<file path="src/rtl/tcp_pkg.sv">
// Shared constants and helpers for the tilt controller.
// Holds the CORDIC arctangent table in degrees, Q.20. No dependencies.
`default_nettype none
package tcp_pkg;

  localparam int TABLE_LEN  = 24;
  localparam int TABLE_FRAC = 20;

  localparam int ATAN_DEG_Q20 [TABLE_LEN] = '{
    47185920, 27855475, 14718068, 7471121, 3750058, 1876857, 938658, 469357,
    234682, 117342, 58671, 29335, 14668, 7334, 3667, 1833,
    917, 458, 229, 115, 57, 29, 14, 7
  };

  function automatic int cordic_angle(logic [4:0] idx, int unsigned shift);
    int v;
    v = (idx < 5'(TABLE_LEN)) ? ATAN_DEG_Q20[idx] : 0;
    return (v + ((1 << shift) >> 1)) >> shift;
  endfunction

endpackage
`default_nettype wire

</file>
<file path="src/rtl/tcp_mul.sv">
// Shift-add multiplier, one multiplier bit per cycle.
// Signed 64-bit multiplicand, unsigned 17-bit multiplier. Uses tcp_pkg.
`default_nettype none
module tcp_mul
  import tcp_pkg::*;
(
  input  logic               clk_i,
  input  logic               rst_ni,
  input  logic               start_i,
  input  logic signed [63:0] a_i,
  input  logic        [16:0] b_i,
  output logic               done_o,
  output logic signed [63:0] p_o
);

  logic               busy_q, busy_d;
  logic        [4:0]  cnt_q, cnt_d;
  logic signed [63:0] a_q, a_d;
  logic        [16:0] b_q, b_d;
  logic signed [63:0] acc_q, acc_d;
  logic               done_q, done_d;

  always_comb begin
    busy_d = busy_q;
    cnt_d  = cnt_q;
    a_d    = a_q;
    b_d    = b_q;
    acc_d  = acc_q;
    done_d = 1'b0;
    if (start_i) begin
      busy_d = 1'b1;
      cnt_d  = '0;
      a_d    = a_i;
      b_d    = b_i;
      acc_d  = '0;
    end else if (busy_q) begin
      if (b_q[0]) acc_d = acc_q + a_q;
      a_d   = a_q <<< 1;
      b_d   = b_q >> 1;
      cnt_d = cnt_q + 5'd1;
      if (cnt_q == 5'd16) begin
        busy_d = 1'b0;
        done_d = 1'b1;
      end
    end
  end

  always_ff @(posedge clk_i or negedge rst_ni) begin
    if (!rst_ni) begin
      busy_q <= 1'b0;
      done_q <= 1'b0;
      cnt_q  <= '0;
    end else begin
      busy_q <= busy_d;
      done_q <= done_d;
      cnt_q  <= cnt_d;
    end
  end

  always_ff @(posedge clk_i) begin
    a_q   <= a_d;
    b_q   <= b_d;
    acc_q <= acc_d;
  end

  assign done_o = done_q;
  assign p_o    = acc_q;

endmodule
`default_nettype wire

</file>
<file path="src/rtl/tcp_div.sv">
// Restoring divider, one quotient bit per cycle.
// Signed dividend, unsigned divisor, quotient truncated toward zero. Uses tcp_pkg.
`default_nettype none
module tcp_div
  import tcp_pkg::*;
(
  input  logic               clk_i,
  input  logic               rst_ni,
  input  logic               start_i,
  input  logic signed [63:0] a_i,
  input  logic        [22:0] b_i,
  output logic               done_o,
  output logic signed [63:0] q_o
);

  logic        busy_q, busy_d;
  logic [5:0]  cnt_q, cnt_d;
  logic [63:0] n_q, n_d;
  logic [23:0] rem_q, rem_d;
  logic [22:0] dv_q, dv_d;
  logic        neg_q, neg_d;
  logic        done_q, done_d;
  logic [23:0] trial;

  always_comb begin
    busy_d = busy_q;
    cnt_d  = cnt_q;
    n_d    = n_q;
    rem_d  = rem_q;
    dv_d   = dv_q;
    neg_d  = neg_q;
    done_d = 1'b0;
    trial  = {rem_q[22:0], n_q[63]};
    if (start_i) begin
      busy_d = 1'b1;
      cnt_d  = '0;
      neg_d  = a_i[63];
      n_d    = a_i[63] ? 64'(-a_i) : 64'(a_i);
      rem_d  = '0;
      dv_d   = b_i;
    end else if (busy_q) begin
      if (trial >= {1'b0, dv_q}) begin
        rem_d = trial - {1'b0, dv_q};
        n_d   = {n_q[62:0], 1'b1};
      end else begin
        rem_d = trial;
        n_d   = {n_q[62:0], 1'b0};
      end
      cnt_d = cnt_q + 6'd1;
      if (cnt_q == 6'd63) begin
        busy_d = 1'b0;
        done_d = 1'b1;
      end
    end
  end

  always_ff @(posedge clk_i or negedge rst_ni) begin
    if (!rst_ni) begin
      busy_q <= 1'b0;
      done_q <= 1'b0;
      cnt_q  <= '0;
    end else begin
      busy_q <= busy_d;
      done_q <= done_d;
      cnt_q  <= cnt_d;
    end
  end

  always_ff @(posedge clk_i) begin
    n_q   <= n_d;
    rem_q <= rem_d;
    dv_q  <= dv_d;
    neg_q <= neg_d;
  end

  assign done_o = done_q;
  assign q_o    = neg_q ? -$signed(n_q) : $signed(n_q);

endmodule
`default_nettype wire

</file>
<file path="src/rtl/tilt_complementary_pid.sv">
// Tilt balance controller: deadbanded gyro, CORDIC accel tilt, complementary filter, PID.
// Each transaction runs through the serial divider and multiplier; the gain multiplies
// and the output division are skipped when the error is outside the window.
// One transaction at a time; the next is taken once the result has been moved into the output register.
// Asynchronous active-low reset restores register defaults and zeroes tilt and integral.
// Depends on tcp_pkg, tcp_mul, tcp_div.
`default_nettype none
module tilt_complementary_pid
  import tcp_pkg::*;
#(
  parameter int CORDIC_STEPS    = 16,
  parameter int ANGLE_FRAC_BITS = 16
) (
  input  logic               clk_i,
  input  logic               rst_ni,
  input  logic               in_valid_i,
  output logic               in_stall_o,
  input  logic signed [15:0] gyro_rate_raw_i,
  input  logic signed [15:0] accel_x_raw_i,
  input  logic signed [15:0] accel_z_raw_i,
  output logic               out_valid_o,
  input  logic               out_stall_i,
  output logic signed [15:0] drive_level_o,
  output logic signed [31:0] fused_tilt_o,
  output logic               in_window_o,
  input  logic               cfg_valid_i,
  output logic               cfg_ready_o,
  input  logic        [2:0]  cfg_index_i,
  input  logic        [24:0] cfg_data_i
);

  localparam int NCS    = (CORDIC_STEPS > TABLE_LEN) ? TABLE_LEN : CORDIC_STEPS;
  localparam int CW     = $clog2(NCS);
  localparam int AW     = ANGLE_FRAC_BITS + 9;
  localparam int XW     = 35;
  localparam int TSHIFT = TABLE_FRAC - ANGLE_FRAC_BITS;
  localparam int SH_DN  = (ANGLE_FRAC_BITS >= 16) ? ANGLE_FRAC_BITS - 16 : 0;
  localparam int SH_UP  = (ANGLE_FRAC_BITS < 16) ? 16 - ANGLE_FRAC_BITS : 0;
  localparam logic signed [39:0] CV_HALF = (40'sd1 <<< SH_DN) >>> 1;

  localparam logic [2:0] REG_KP = 3'd0, REG_KI = 3'd1, REG_KD = 3'd2, REG_F = 3'd3;
  localparam logic [2:0] REG_DT = 3'd4, REG_DIV = 3'd5, REG_SP = 3'd6, REG_DB = 3'd7;

  localparam logic signed [63:0] S48_MAX = 64'sh0000_7FFF_FFFF_FFFF;
  localparam logic signed [63:0] S48_MIN = -64'sh0000_8000_0000_0000;
  localparam logic signed [63:0] S32_MAX = 64'sh0000_0000_7FFF_FFFF;
  localparam logic signed [63:0] S32_MIN = -64'sh0000_0000_8000_0000;
  localparam logic signed [63:0] DRV_MAX = 64'sd32767;
  localparam logic signed [63:0] DRV_MIN = -64'sd32767;
  localparam logic signed [32:0] DEG_1   = 33'sd65536;
  localparam logic signed [32:0] DEG_15  = 33'sd983040;

  typedef enum logic [13:0] {
    ST_IDLE     = 14'b00000000000001,
    ST_RATE     = 14'b00000000000010,
    ST_CORD     = 14'b00000000000100,
    ST_MUL_DT   = 14'b00000000001000,
    ST_MUL_KEEP = 14'b00000000010000,
    ST_MUL_ACC  = 14'b00000000100000,
    ST_DIV_D    = 14'b00000001000000,
    ST_MUL_INT  = 14'b00000010000000,
    ST_MUL_KI   = 14'b00000100000000,
    ST_MUL_KD   = 14'b00001000000000,
    ST_MUL_KP   = 14'b00010000000000,
    ST_DIV_OUT  = 14'b00100000000000,
    ST_DONE     = 14'b01000000000000,
    ST_SPARE    = 14'b10000000000000
  } state_e;

  state_e st_q, st_d;

  logic [15:0] kp_q, ki_q, kd_q, f_q, dt_q;
  logic [11:0] dv_q;
  logic signed [24:0] sp_q;
  logic [7:0]  db_q;

  logic signed [31:0] est_q, est_d;
  logic signed [47:0] int_q, int_d;
  logic signed [47:0] d_q, d_d;
  logic signed [31:0] p_q, p_d;
  logic signed [31:0] rate_q, rate_d;
  logic signed [63:0] tmp_q, tmp_d;
  logic signed [63:0] sum_q, sum_d;
  logic               gneg_q, gneg_d;
  logic               win_q, win_d;
  logic signed [15:0] drv_q, drv_d;
  logic signed [XW-1:0] x_q, x_d, z_q, z_d;
  logic signed [AW-1:0] ang_q, ang_d;
  logic signed [9:0]  base_q, base_d;
  logic               skip_q, skip_d;
  logic [CW-1:0]      cnt_q, cnt_d;

  logic               out_valid_q, out_valid_d;
  logic signed [15:0] out_drv_q, out_drv_d;
  logic signed [31:0] out_tilt_q, out_tilt_d;
  logic               out_win_q, out_win_d;

  logic               mul_go_q, mul_go_d, div_go_q, div_go_d;
  logic signed [63:0] mul_a_q, mul_a_d, div_a_q, div_a_d;
  logic        [16:0] mul_b_q, mul_b_d;
  logic        [22:0] div_b_q, div_b_d;
  logic               mul_done, div_done;
  logic signed [63:0] mul_p, div_q;

  logic               in_acc;
  logic        [16:0] gmag;
  logic        [14:0] m;
  logic        [17:0] m7;
  logic        [16:0] dt_eff;
  logic        [11:0] dv_eff;
  logic signed [XW-1:0] xs, zs;
  logic signed [AW-1:0] tstep;
  logic signed [39:0] ang_ext, conv;
  logic signed [31:0] accdeg;
  logic signed [63:0] wide, pn;
  logic signed [32:0] err, aerr;
  logic signed [16:0] ax_n, az_n;

  tcp_mul u_mul (
    .clk_i, .rst_ni,
    .start_i(mul_go_q), .a_i(mul_a_q), .b_i(mul_b_q),
    .done_o(mul_done), .p_o(mul_p)
  );

  tcp_div u_div (
    .clk_i, .rst_ni,
    .start_i(div_go_q), .a_i(div_a_q), .b_i(div_b_q),
    .done_o(div_done), .q_o(div_q)
  );

  assign cfg_ready_o = 1'b1;
  assign in_stall_o  = (st_q != ST_IDLE);
  assign in_acc      = in_valid_i && !in_stall_o;

  assign dt_eff = (dt_q == '0) ? 17'd1 : {1'b0, dt_q};
  assign dv_eff = (dv_q == '0) ? 12'd1 : dv_q;

  assign gmag = gyro_rate_raw_i[15] ? 17'(-17'(gyro_rate_raw_i)) : 17'(gyro_rate_raw_i);
  assign m    = (gmag > 17'd32767) ? 15'd32767 :
                ((gmag < 17'(db_q)) ? 15'd0 : gmag[14:0]);
  assign m7   = (18'(m) << 3) - 18'(m);

  assign ax_n = -17'(accel_x_raw_i);
  assign az_n = -17'(accel_z_raw_i);

  assign xs    = x_q >>> cnt_q;
  assign zs    = z_q >>> cnt_q;
  assign tstep = AW'(cordic_angle(5'(cnt_q), TSHIFT));

  assign ang_ext = 40'(ang_q);
  assign conv    = (SH_DN != 0) ? ((ang_ext + CV_HALF) >>> SH_DN) : (ang_ext <<< SH_UP);
  assign accdeg  = skip_q ? 32'sd5898240 :
                   (32'sd5898240 - 32'(conv) - (32'(base_q) <<< 16));

  assign err  = 33'(p_q) - 33'(sp_q);
  assign aerr = err[32] ? -err : err;

  always_comb begin
    st_d     = st_q;
    est_d    = est_q;
    int_d    = int_q;
    d_d      = d_q;
    p_d      = p_q;
    rate_d   = rate_q;
    tmp_d    = tmp_q;
    sum_d    = sum_q;
    gneg_d   = gneg_q;
    win_d    = win_q;
    drv_d    = drv_q;
    x_d      = x_q;
    z_d      = z_q;
    ang_d    = ang_q;
    base_d   = base_q;
    skip_d   = skip_q;
    cnt_d    = cnt_q;
    mul_go_d = 1'b0;
    div_go_d = 1'b0;
    mul_a_d  = mul_a_q;
    mul_b_d  = mul_b_q;
    div_a_d  = div_a_q;
    div_b_d  = div_b_q;
    wide     = '0;
    pn       = '0;
    out_valid_d = out_valid_q && out_stall_i;
    out_drv_d   = out_drv_q;
    out_tilt_d  = out_tilt_q;
    out_win_d   = out_win_q;

    unique case (st_q)
      ST_IDLE: begin
        if (in_acc) begin
          gneg_d   = gyro_rate_raw_i[15];
          div_a_d  = 64'({m7, 16'b0}) + 64'sd50;
          div_b_d  = 23'd100;
          div_go_d = 1'b1;
          skip_d   = (accel_x_raw_i == '0) && (accel_z_raw_i == '0);
          cnt_d    = '0;
          ang_d    = '0;
          if (accel_x_raw_i[15]) begin
            base_d = accel_z_raw_i[15] ? -10'sd180 : 10'sd180;
            x_d    = XW'(ax_n) <<< 16;
            z_d    = XW'(az_n) <<< 16;
          end else begin
            base_d = '0;
            x_d    = XW'(accel_x_raw_i) <<< 16;
            z_d    = XW'(accel_z_raw_i) <<< 16;
          end
          st_d = ST_RATE;
        end
      end
      ST_RATE: begin
        if (div_done) begin
          rate_d = gneg_q ? -32'(div_q) : 32'(div_q);
          st_d   = ST_CORD;
        end
      end
      ST_CORD: begin
        if (!z_q[XW-1]) begin
          x_d   = x_q + zs;
          z_d   = z_q - xs;
          ang_d = ang_q + tstep;
        end else begin
          x_d   = x_q - zs;
          z_d   = z_q + xs;
          ang_d = ang_q - tstep;
        end
        cnt_d = cnt_q + CW'(1);
        if (cnt_q == CW'(NCS - 1)) begin
          mul_a_d  = 64'(rate_q);
          mul_b_d  = dt_eff;
          mul_go_d = 1'b1;
          st_d     = ST_MUL_DT;
        end
      end
      ST_MUL_DT: begin
        if (mul_done) begin
          wide     = 64'(est_q) + ((mul_p + 64'sd32768) >>> 16);
          mul_a_d  = wide;
          mul_b_d  = 17'd65536 - 17'(f_q);
          mul_go_d = 1'b1;
          st_d     = ST_MUL_KEEP;
        end
      end
      ST_MUL_KEEP: begin
        if (mul_done) begin
          tmp_d    = mul_p;
          mul_a_d  = 64'(accdeg);
          mul_b_d  = 17'(f_q);
          mul_go_d = 1'b1;
          st_d     = ST_MUL_ACC;
        end
      end
      ST_MUL_ACC: begin
        if (mul_done) begin
          wide = (tmp_q + mul_p + 64'sd32768) >>> 16;
          pn   = (wide > S32_MAX) ? S32_MAX : ((wide < S32_MIN) ? S32_MIN : wide);
          p_d      = 32'(pn);
          div_a_d  = (pn - 64'(est_q)) <<< 16;
          div_b_d  = 23'(dt_eff);
          div_go_d = 1'b1;
          est_d    = 32'(pn);
          st_d     = ST_DIV_D;
        end
      end
      ST_DIV_D: begin
        if (div_done) begin
          wide     = (div_q > S48_MAX) ? S48_MAX : ((div_q < S48_MIN) ? S48_MIN : div_q);
          d_d      = 48'(wide);
          mul_a_d  = 64'(p_q);
          mul_b_d  = dt_eff;
          mul_go_d = 1'b1;
          st_d     = ST_MUL_INT;
        end
      end
      ST_MUL_INT: begin
        if (mul_done) begin
          wide  = 64'(int_q) + ((mul_p + 64'sd32768) >>> 16);
          pn    = (wide > S48_MAX) ? S48_MAX : ((wide < S48_MIN) ? S48_MIN : wide);
          int_d = 48'(pn);
          win_d = (aerr >= DEG_1) && (aerr <= DEG_15);
          sum_d = '0;
          drv_d = '0;
          if ((aerr >= DEG_1) && (aerr <= DEG_15)) begin
            mul_a_d  = pn;
            mul_b_d  = 17'(ki_q);
            mul_go_d = 1'b1;
            st_d     = ST_MUL_KI;
          end else begin
            st_d = ST_DONE;
          end
        end
      end
      ST_MUL_KI: begin
        if (mul_done) begin
          sum_d    = sum_q + (mul_p >>> 2);
          mul_a_d  = 64'(d_q);
          mul_b_d  = 17'(kd_q);
          mul_go_d = 1'b1;
          st_d     = ST_MUL_KD;
        end
      end
      ST_MUL_KD: begin
        if (mul_done) begin
          sum_d    = sum_q + (mul_p >>> 2);
          mul_a_d  = 64'(p_q);
          mul_b_d  = 17'(kp_q);
          mul_go_d = 1'b1;
          st_d     = ST_MUL_KP;
        end
      end
      ST_MUL_KP: begin
        if (mul_done) begin
          div_a_d  = sum_q + (mul_p >>> 2);
          div_b_d  = {dv_eff, 11'b0};
          div_go_d = 1'b1;
          st_d     = ST_DIV_OUT;
        end
      end
      ST_DIV_OUT: begin
        if (div_done) begin
          wide  = (div_q > DRV_MAX) ? DRV_MAX : ((div_q < DRV_MIN) ? DRV_MIN : div_q);
          drv_d = 16'(wide);
          st_d  = ST_DONE;
        end
      end
      ST_DONE: begin
        if (!out_valid_q || !out_stall_i) begin
          out_valid_d = 1'b1;
          out_drv_d   = drv_q;
          out_tilt_d  = p_q;
          out_win_d   = win_q;
          st_d        = ST_IDLE;
        end
      end
      default: st_d = ST_IDLE;
    endcase
  end

  always_ff @(posedge clk_i or negedge rst_ni) begin
    if (!rst_ni) begin
      st_q        <= ST_IDLE;
      est_q       <= '0;
      int_q       <= '0;
      out_valid_q <= 1'b0;
      mul_go_q    <= 1'b0;
      div_go_q    <= 1'b0;
      kp_q        <= 16'd4096;
      ki_q        <= 16'd410;
      kd_q        <= 16'd205;
      f_q         <= 16'd6554;
      dt_q        <= 16'd655;
      dv_q        <= 12'd170;
      sp_q        <= '0;
      db_q        <= 8'd10;
    end else begin
      st_q        <= st_d;
      est_q       <= est_d;
      int_q       <= int_d;
      out_valid_q <= out_valid_d;
      mul_go_q    <= mul_go_d;
      div_go_q    <= div_go_d;
      if (cfg_valid_i && cfg_ready_o) begin
        unique case (cfg_index_i)
          REG_KP:  kp_q <= cfg_data_i[15:0];
          REG_KI:  ki_q <= cfg_data_i[15:0];
          REG_KD:  kd_q <= cfg_data_i[15:0];
          REG_F:   f_q  <= cfg_data_i[15:0];
          REG_DT:  dt_q <= cfg_data_i[15:0];
          REG_DIV: dv_q <= cfg_data_i[11:0];
          REG_SP:  sp_q <= cfg_data_i;
          REG_DB:  db_q <= cfg_data_i[7:0];
          default: ;
        endcase
      end
    end
  end

  always_ff @(posedge clk_i) begin
    d_q        <= d_d;
    p_q        <= p_d;
    rate_q     <= rate_d;
    tmp_q      <= tmp_d;
    sum_q      <= sum_d;
    gneg_q     <= gneg_d;
    win_q      <= win_d;
    drv_q      <= drv_d;
    x_q        <= x_d;
    z_q        <= z_d;
    ang_q      <= ang_d;
    base_q     <= base_d;
    skip_q     <= skip_d;
    cnt_q      <= cnt_d;
    mul_a_q    <= mul_a_d;
    mul_b_q    <= mul_b_d;
    div_a_q    <= div_a_d;
    div_b_q    <= div_b_d;
    out_drv_q  <= out_drv_d;
    out_tilt_q <= out_tilt_d;
    out_win_q  <= out_win_d;
  end

  assign out_valid_o   = out_valid_q;
  assign drive_level_o = out_drv_q;
  assign fused_tilt_o  = out_tilt_q;
  assign in_window_o   = out_win_q;

endmodule
`default_nettype wire
</file>
<file path="config.mk">
export PLATFORM = sky130hd
export DESIGN_NAME = tilt_complementary_pid
export DESIGN_NICKNAME = d
export VERILOG_FILES = /design/src/rtl/tcp_pkg.sv /design/src/rtl/tcp_mul.sv /design/src/rtl/tcp_div.sv /design/src/rtl/tilt_complementary_pid.sv
export SDC_FILE = /design/constraint.sdc
export NUM_CORES = 2
export LEC_CHECK = 0
export BUFFER_PORTS_ARGS = -buffer_cell sky130_fd_sc_hd__buf_4
export CORE_UTILIZATION = 38
export DETAILED_ROUTE_END_ITERATION = 10
export HOLD_SLACK_MARGIN = 0.06
export PLACE_DENSITY_LB_ADDON = 0.25
export REMOVE_ABC_BUFFERS = 1
export SYNTH_ARGS = -nofsm -noshare
export SYNTH_HDL_FRONTEND = slang
export SYNTH_SLANG_ARGS = --single-unit
</file>
<file path="constraint.sdc">
create_clock -name clk_i -period 10.1 [get_ports clk_i]
set_input_delay 0.505 -clock clk_i [delete_from_list [all_inputs] [get_ports clk_i]]
set_output_delay 0.505 -clock clk_i [all_outputs]
set_load 0.05 [all_outputs]
</file>
==> metrics.log <==
[metrics] status: finished clean
[metrics] number of top-level pins: ~130
[metrics] Overflow after GRT: 0
[metrics] CP most frequent cell: sky130_fd_sc_hd__a21oi_1
[metrics] net count reported at finish: a little over 9,000
[metrics] WS Path Type: reg2reg
[metrics] clock tree from TritonCTS: yes
[metrics] crit-path max FO: 18
[metrics] Final min period: ~9.6 ns
[metrics] met1 wire length: around 110 mm
[metrics] WP data arrival: slightly above 10 ns
[metrics] maximum number of pins on one net before global-route repair: 110
[metrics] number of global-route vias before repair: about 64,000
[metrics] met3 wire len: ~16 mm
[metrics] Area Growth Syn to Fin: 11.3%
[metrics] via count of the routed design: roughly 67,000
[metrics] mean number of vias per cell: roughly 5.8
[metrics] most used standard cells in the synthesized netlist: sky130_fd_sc_hd__nand2_1, sky130_fd_sc_hd__edfxtp_1, sky130_fd_sc_hd__a21oi_1
[metrics] most frequently used cell type in the post-synthesis netlist: sky130_fd_sc_hd__nand2_1
[metrics] cell area after placement: 0.0838 sq mm
[metrics] placeable core region: 0.207 sq mm
[metrics] Die Height: roughly 460 microns
[metrics] Min-Delay Path Class: in2reg
[metrics] uppermost layer routed: met5
[metrics] routability congestion estimate from global placement: 0.996
[metrics] VDD IR max: 180 uV
[metrics] Die ar.: about 0.21 sq mm
[metrics] share of cells above drive strength 1: 0.107
[metrics] cell taking the most area after synthesis: sky130_fd_sc_hd__edfxtp_1
[metrics] Fin. Hold Viols: 0
[metrics] Cells after Synth: 8,508
[metrics] total power of the final layout: around 17 mW
[metrics] Max-cap violations: 0
[metrics] Overall Global Routing Usage: 0.250
[metrics] H-tree Lvls: 3
[metrics] total CTS buffers: ~120
[metrics] final core utilization: 0.426
[metrics] portion of the clock cycle consumed by the worst path in the final layout: 0.949
[metrics] DP Wirelength: around 210 mm
[metrics] Iteration-0 DRC Markers: ~6,000
[metrics] Cell Area, Synth: 0.0792 sq mm
[metrics] Worst Setup Start Kind: flop
[metrics] routed wire length on met2: between 100 and 150 mm
[metrics] worst-path cell with the longest stage delay: sky130_fd_sc_hd__or4_1
[metrics] Worst EP required: around 11 ns
[metrics] areal power density over the cells: approximately 200 mW/mm^2
[metrics] Worst Max-Slew Pin Slew: between 1 and 1.5 ns
[metrics] Post-Synthesis Mean Instance Area: roughly 9.3 sq um
[metrics] first-pass GRT wire length: 402 mm
[metrics] final setup violating endpoints: 0
[metrics] Layout Cell Area excl Fill: slightly below 0.09 sq mm
[metrics] Setup Skew: approximately 0.066 ns
[metrics] highest clock rate: about 100 MHz
[metrics] detailed-route DRC error count: 0
[metrics] leading cell types by total area after synthesis: sky130_fd_sc_hd__edfxtp_1, sky130_fd_sc_hd__ha_1, sky130_fd_sc_hd__dfrtp_1
[metrics] Post-synth EDFFs: ~730
[metrics] Yosys cell types: 98
[metrics] antenna violations before repair: 15
[metrics] area share of the largest cell type after synthesis: 0.277
[metrics] count of yosys warnings during synthesis: 0
[metrics] #FFs+latches synth: 1,055
[metrics] Die Width: ~460 microns
[metrics] sum of negative setup slack: 0 ns
[metrics] worst-case hold slack: around 0.12 ns
[metrics] leakage component of the power: around 36 nW
[metrics] Total Wirelength: roughly 270 mm
[metrics] clock insertion delay at the later pin of the skew report: slightly above 0.8 ns
[metrics] Root Buffer Master: sky130_fd_sc_hd__clkbuf_16
[metrics] sequential area share after synthesis: 0.374
[metrics] wire per inst: ~23 microns
[metrics] relative max-transition margin: 0.0333
[metrics] setup repair after global routing missed its margin: no
[metrics] DRT antenna net count: 0
[metrics] most used flip-flop cell after synthesis: sky130_fd_sc_hd__edfxtp_1
[metrics] fill cell count: around 20,000
[metrics] peak per-stage delay on the critical path: around 0.52 ns
[metrics] Clock Tree Buf Depth: 3
[metrics] number of pins exceeding their max-slew limit in the final report: 0
[metrics] starting density of the core: 0.383
[metrics] clock transition at the registers of the reported paths: 0.06 ns
[metrics] FF-to-FF setup slack: between 0.5 and 0.6 ns
[metrics] type of element capturing the critical path: flop
[metrics] proportion of register bits with asynchronous set or reset after synthesis: 0.224
[metrics] Site Rows: between 150 and 200
[metrics] sink count of the clock tree: between 1,000 and 1,500
[metrics] first-pass detailed-route iteration total: 7
[metrics] Port Buf Inserts: 131
## placed cells by master (no fill, tap or decap), types with 29 or more instances in the layout
| cell | count |
|---|---|
| sky130_fd_sc_hd__dfrtp_1 | 203 |
| sky130_fd_sc_hd__a21boi_0 | 38 |
| sky130_fd_sc_hd__dfstp_2 | 31 |
| sky130_fd_sc_hd__and2_1 | 64 |
| sky130_fd_sc_hd__nand2b_1 | 110 |
| sky130_fd_sc_hd__a21oi_1 | 713 |
| sky130_fd_sc_hd__nor4_1 | 41 |
| sky130_fd_sc_hd__xor2_1 | 386 |
| sky130_fd_sc_hd__and3_1 | 84 |
| sky130_fd_sc_hd__o21ai_0 | 597 |
| sky130_fd_sc_hd__or2_2 | 41 |
| sky130_fd_sc_hd__mux2i_1 | 80 |
| sky130_fd_sc_hd__o21bai_1 | 60 |
| sky130_fd_sc_hd__clkbuf_1 | 33 |
| sky130_fd_sc_hd__or4_1 | 37 |
| sky130_fd_sc_hd__a21o_1 | 290 |
| sky130_fd_sc_hd__or3_1 | 72 |
| sky130_fd_sc_hd__clkbuf_16 | 123 |
| sky130_fd_sc_hd__nand3_1 | 170 |
| sky130_fd_sc_hd__inv_1 | 339 |
| sky130_fd_sc_hd__nand4_1 | 91 |
| sky130_fd_sc_hd__o211ai_1 | 47 |
| sky130_fd_sc_hd__xnor2_1 | 377 |
| sky130_fd_sc_hd__o31ai_1 | 67 |
| sky130_fd_sc_hd__nand2_1 | 813 |
| sky130_fd_sc_hd__mux2_2 | 210 |
| sky130_fd_sc_hd__ha_1 | 616 |
| sky130_fd_sc_hd__dfxtp_1 | 87 |
| sky130_fd_sc_hd__dlygate4sd3_1 | 29 |
| sky130_fd_sc_hd__o22ai_1 | 51 |
| sky130_fd_sc_hd__nor2_1 | 670 |
| sky130_fd_sc_hd__a211oi_1 | 68 |
| sky130_fd_sc_hd__o21a_1 | 87 |
| sky130_fd_sc_hd__a31oi_1 | 77 |
| sky130_fd_sc_hd__nor2b_1 | 86 |
| sky130_fd_sc_hd__a221oi_1 | 32 |
| sky130_fd_sc_hd__mux4_2 | 65 |
| sky130_fd_sc_hd__nor3_1 | 127 |
| sky130_fd_sc_hd__edfxtp_1 | 732 |
| sky130_fd_sc_hd__buf_4 | 297 |
## critical path: cells and delay by family (launching register included)
family                   cells  cell delay, ns
buffers and inverters        6            0.86
XOR/XNOR                     1            0.16
flip-flops                   1            0.37
AO/OA/AOI/OAI               19            4.39
AND/OR/NAND/NOR              8            2.16
adder cells (fa/ha/maj)      4            1.30
## area by class of cell
| type | instances | area, sq um | area share |
|---|---|---|---|
| well taps | 2788 | 3490 | 0.0395 |
| flip-flops and latches | 1055 | 29700 | 0.336 |
| repair buffers | 329 | 2570 | 0.0292 |
| clock buffers | 169 | 3380 | 0.0383 |
| diodes | 6 | 15.0 | 0.000170 |
| multi-input cells | 6752 | 47100 | 0.534 |
| clock inverters | 62 | 696 | 0.00788 |
| inverters | 343 | 1290 | 0.0146 |
## power by group
group          total [mW]  internal [mW]  switching, mW
clock network        4.55           2.56           1.99
registers            5.98           5.35          0.629
logic                6.68           2.59           4.09
total                17.2           10.5           6.71
## metrics by stage
stage	instances	setup slack, ns
6_report	11500	0.513
3_3_place_gp	11200	0.134
2_1_floorplan	8150	-3.30
4_1_cts	11500	0.00722
3_5_place_dp	11200	0.0788
5_1_grt	11500	0.0181
## per-layer routing
layer  GRT usage  up-vias
li1            -    31600
met1       0.315    32300
met2       0.406     2240
met3      0.0353      548
met4       0.149        6
met5           0        -
## sequential cells by signal (all words and copies together) (netlist names), 25 cells and up
register,cells
p_q,32
int_q,48
tmp_q,64
sum_q,64
u_mul.p_o,64
x_q,35
div_a_q,64
d_q,48
est_q,32
u_div.n_q,64
mul_a_q,49
u_mul.a_q,64
rate_q,32
ang_q,25
sp_q,25
z_q,35
fused_tilt_o,32
## repair_timing
| item | 4_1_cts | 5_1_grt |
|---|---|---|
| setup buffers | 0 | 1 |
| endpoints found under the setup margin | 0 | 13 |
| hold buffers | 29 | 0 |
| resized for setup | 0 | 11 |
| hold endpoints to repair | 184 | 0 |
## final timing paths
check	from	to	cells after the start
max	tmp_q[13]	div_a_q[61]	38
min	gyro_rate_raw_i[15]	gneg_q	1
max reg2reg	tmp_q[13]	div_a_q[61]	38
min reg2reg	drv_q[12]	drive_level_o[12]	0
max in group asynchronous	rst_ni	mul_go_q	4
min in group asynchronous	rst_ni	est_q[31]	2
## cell families after synthesis
kind of cell,share of synthesized area
AO/OA/AOI/OAI,0.195
multiplexers,0.0584
adder cells (fa/ha/maj),0.100
XOR/XNOR,0.0844
buffers and inverters,0.0337
AND/OR/NAND/NOR,0.154
flip-flops,0.374
other,0.0000473
(Power assumes the default switching activity.)
